## src/hw/rtl/aecu_ram.sv

```systemverilog
// Generic single-port synchronous RAM with registered read.
`timescale 1ns / 1ps
`default_nettype none
module aecu_ram #(
    parameter int WIDTH = 32,
    parameter int DEPTH = 128,
    localparam int AW = (DEPTH > 1) ? $clog2(DEPTH) : 1
) (
    input  wire logic             i_clk,
    input  wire logic             i_en,
    input  wire logic             i_we,
    input  wire logic [AW-1:0]    i_addr,
    input  wire logic [WIDTH-1:0] i_wdata,
    output logic      [WIDTH-1:0] o_rdata
);

    logic [WIDTH-1:0] r_mem [DEPTH];

    always_ff @(posedge i_clk) begin
        if (i_en) begin
            if (i_we) begin
                r_mem[i_addr] <= i_wdata;
            end else begin
                o_rdata <= r_mem[i_addr];
            end
        end
    end

endmodule
`default_nettype wire

```

## config.mk

```make
export PLATFORM = sky130hd
export DESIGN_NAME = aecu_ram
export DESIGN_NICKNAME = d
export VERILOG_FILES = /design/src/hw/rtl/aecu_ram.sv
export SDC_FILE = /design/constraint.sdc
export NUM_CORES = 2
export LEC_CHECK = 0
export BUFFER_PORTS_ARGS = -buffer_cell sky130_fd_sc_hd__buf_2
export CORE_ASPECT_RATIO = 0.9
export CORE_MARGIN = 8
export CORE_UTILIZATION = 25
export DETAILED_ROUTE_END_ITERATION = 10
export MAX_ROUTING_LAYER = met4
export PLACE_DENSITY = 0.4
export SYNTH_ARGS = -nofsm -noshare
export SYNTH_HDL_FRONTEND = slang
export SYNTH_SLANG_ARGS = --single-unit
```

## constraint.sdc

```tcl
create_clock -name i_clk -period 5.3 [get_ports i_clk]
set_input_delay 1.06 -clock i_clk [delete_from_list [all_inputs] [get_ports i_clk]]
set_output_delay 1.06 -clock i_clk [all_outputs]
set_load 0.005 [all_outputs]
```

==> metrics.cfg <==
[sta]
slew_headroom = -0.0723
drv_slew = 4
post-route-min-period_ns = 4.32
rsz0062_at_grt = no
setup_viol = 0
max_freq_mhz = 232
hold_viol = 0
period_share = 0.814
fin_worst_skew_ns = 0.0669
worst_slew_pin_slew_ns = 1.57

[synth]
yosysTopAreaCellShare = 0.784
syn_inst = 8968
synth-main-ff-cell = edfxtp_1
seq_area_frac_synth = 0.784
ys_ff_latch = 4128
synth_fp_nets = 9010
synth.distinct_cells = 70
synth_area_leaders = edfxtp_1, a221oi_1, a22oi_1, mux2_2, a21oi_1
async_reset_ff_frac = 0
ys_warn_count = 0
synth.largest_area_cell = edfxtp_1
synth_enable_flop_cells = 4128
synth.avg_cell_area_um2 = 17.6
synthesis.area_um2 = 158000

[critical_path]
path_cells = buf_8 > inv_8 > nand2_2 > buf_12 > buf_4 > o221ai_1 > nor4_1 > buf_4 > o221a_2 > nor4_1 > buf_4
cp_num_buf_inv = 6
r2r_end = o_rdata[12]
worstSetupStartpointType = primary input
critPathSlowestCell = nor4_1
cp_top_family = buffers and inverters
worstPathMaxFanout = 37
rrSetupSlack_ns = 2.09
r2r-start = r_mem[39][12]
path_class = in2reg
rr_worst_depth = 7
crit_top_cell = buf_4
critPathCaptureType = register
cp-startpoint = i_addr[1]
crit_required_ns = 6.10
critPathMaxStageDelay_ns = 1.28
arrival_ns = 5.12

[cells_and_area]
fill_cells = 61800
nNetsFinal = 9548
syn_to_final_growth_pct = 19.3
drive_gt1_frac = 0.195
stdcell_area_um2 = 189000
layout_common_cells = edfxtp_1, a221oi_1, buf_4, a22oi_1, clkbuf_16
layout_commonest_cell = edfxtp_1

[power]
swShare = 0.239
p_leak_nw = 57.4
powerDensity_nw_per_um2 = 374
p_clk_frac = 0.422
power_switching_mw = 16.8
p_comb_frac = 0.066
p_total_mw = 70.5
power_frac_seq = 0.512
internal_power_mw = 53.7
max-vdd-ir-drop_v = 0.000305

[clock_tree]
cts_resized = 0
clkTransAtPathRegs_ns = 0.06
clockBufferDepth = 4
cts.sinks = 4128
ctsHtreeMaxLevel = 5
clkLatencyLatePin_ns = 1.07
ctsHoldBuffers = 0
tritoncts = built
cts_setup_buffers = 0
root_buffer = clkbuf_16
numCtsBuffers = 435

[status]
violations = capacitance limit, slew limit
status = complete, but fails checks

[grt]
grt_start_max_net_pins = 114
grt-ovfl-total = 0
grt_pass1_wl_um = 861000
antenna_found_initial = 94
track_usage = 0.194
grt_pass1_vias = 92200

[hold_path]
hp-class = in2reg
whs_path_depth = 1
holdPathEnd = r_mem[35][12]
min_from = i_wdata[12]

[drt]
vias_per_cell = 5.25
drt_pass1_iterations = 9
routed_wirelength_um = 648000
vias = 95900
final_antenna_net_count = 0
drc = 0
drtIter0Drc = 13500
avgRoutedWirePerCell_um = 35.4

[placement]
hpwl_um = 402000
place_area_um2 = 175000
routabilityCongestion = 0.850
portBuffers = 73

[floorplanning]
die_w_um = 854
initial_core_util = 0.250
rows = 277
die_h_um = 770
core_area_um2 = 631000
io_pins = 74
dieArea_um2 = 658000

[run]
maxCapViolations = 2

## worst max path at each step
stage | endpoint | slack (ns) | cells after the start
3_5_place_dp | o_rdata[9] | -0.18 | 11
5_1_grt | o_rdata[9] | 0.96 | 11
4_1_cts | o_rdata[9] | 0.95 | 11
2_1_floorplan | r_mem[100][0] | 0.76 | 9
6_report | o_rdata[4] | 0.98 | 11
3_3_place_gp | o_rdata[19] | -0.90 | 10
## power groups by stage
stage                     Sequential (mW)  Clock (mW)  Combinational (mW)
final                                36.1        29.8                4.63
after global routing                 36.1        31.5                4.78
after CTS                            36.1        30.3                4.63
after detailed placement             36.8           0                4.62
after global placement               36.8           0                4.59
after floorplan                      36.7           0                1.76
## sequential cells by signal, indices dropped and copies added (netlist names)
name	cells
o_rdata	32
r_mem	4096
## synthesized netlist by cell type, drive strengths merged, types with 33 or more instances
| cell | n |
|---|---|
| mux2 | 338 |
| and3 | 33 |
| edfxtp | 4128 |
| o21ai | 385 |
| nand2 | 170 |
| a222oi | 46 |
| mux4 | 48 |
| mux2i | 179 |
| a221oi | 713 |
| a22oi | 447 |
| o22ai | 140 |
| o211ai | 60 |
| a211oi | 106 |
| a21oi | 416 |
| buf | 412 |
| a221o | 167 |
| nor2b | 139 |
| nor2 | 313 |
| clkbuf | 299 |
| o2bb2ai | 56 |
## logic make-up after synthesis
family	synth area share
AOI/OAI and AO/OA	0.128
buffers and inverters	0.0207
DFF	0.784
muxes	0.0424
and+or+nand+nor	0.0250
## metrics by stage
| stage | hold slack, ns | setup WS, ns | utilization | std cells | TNS, ns |
|---|---|---|---|---|---|
| finish | 0.334 | 0.985 | 0.299 | 18300 | 0 |
| global placement | 0.870 | -0.901 | 0.277 | 17400 | -1.79 |
| detailed placement | 0.857 | -0.182 | 0.277 | 17400 | -0.264 |
| global route | 0.292 | 0.964 | 0.299 | 18300 | 0 |
| CTS | 0.244 | 0.951 | 0.299 | 18200 | 0 |
| floorplan | 0.648 | 0.764 | - | 8968 | 0 |
## routing by layer
metal	track usage	up-vias	routed length, um
li1	-	38700	-
met1	0.271	51600	286000
met2	0.291	4745	289000
met3	0.0316	793	51800
met4	0.0566	0	20900
met5	-	-	0
## area by class of cell
cell class	count	area, um2	share of cell area
sequential	4128	124000	0.658
multi-input combinational	4123	32100	0.170
clock buffer	543	11300	0.0601
tap	8370	10500	0.0555
timing repair buffer	812	8300	0.0440
clock inverter	247	2210	0.0117
antenna	47	118	0.000624
inverter	6	42.5	0.000226
(Power assumes the default switching activity.)
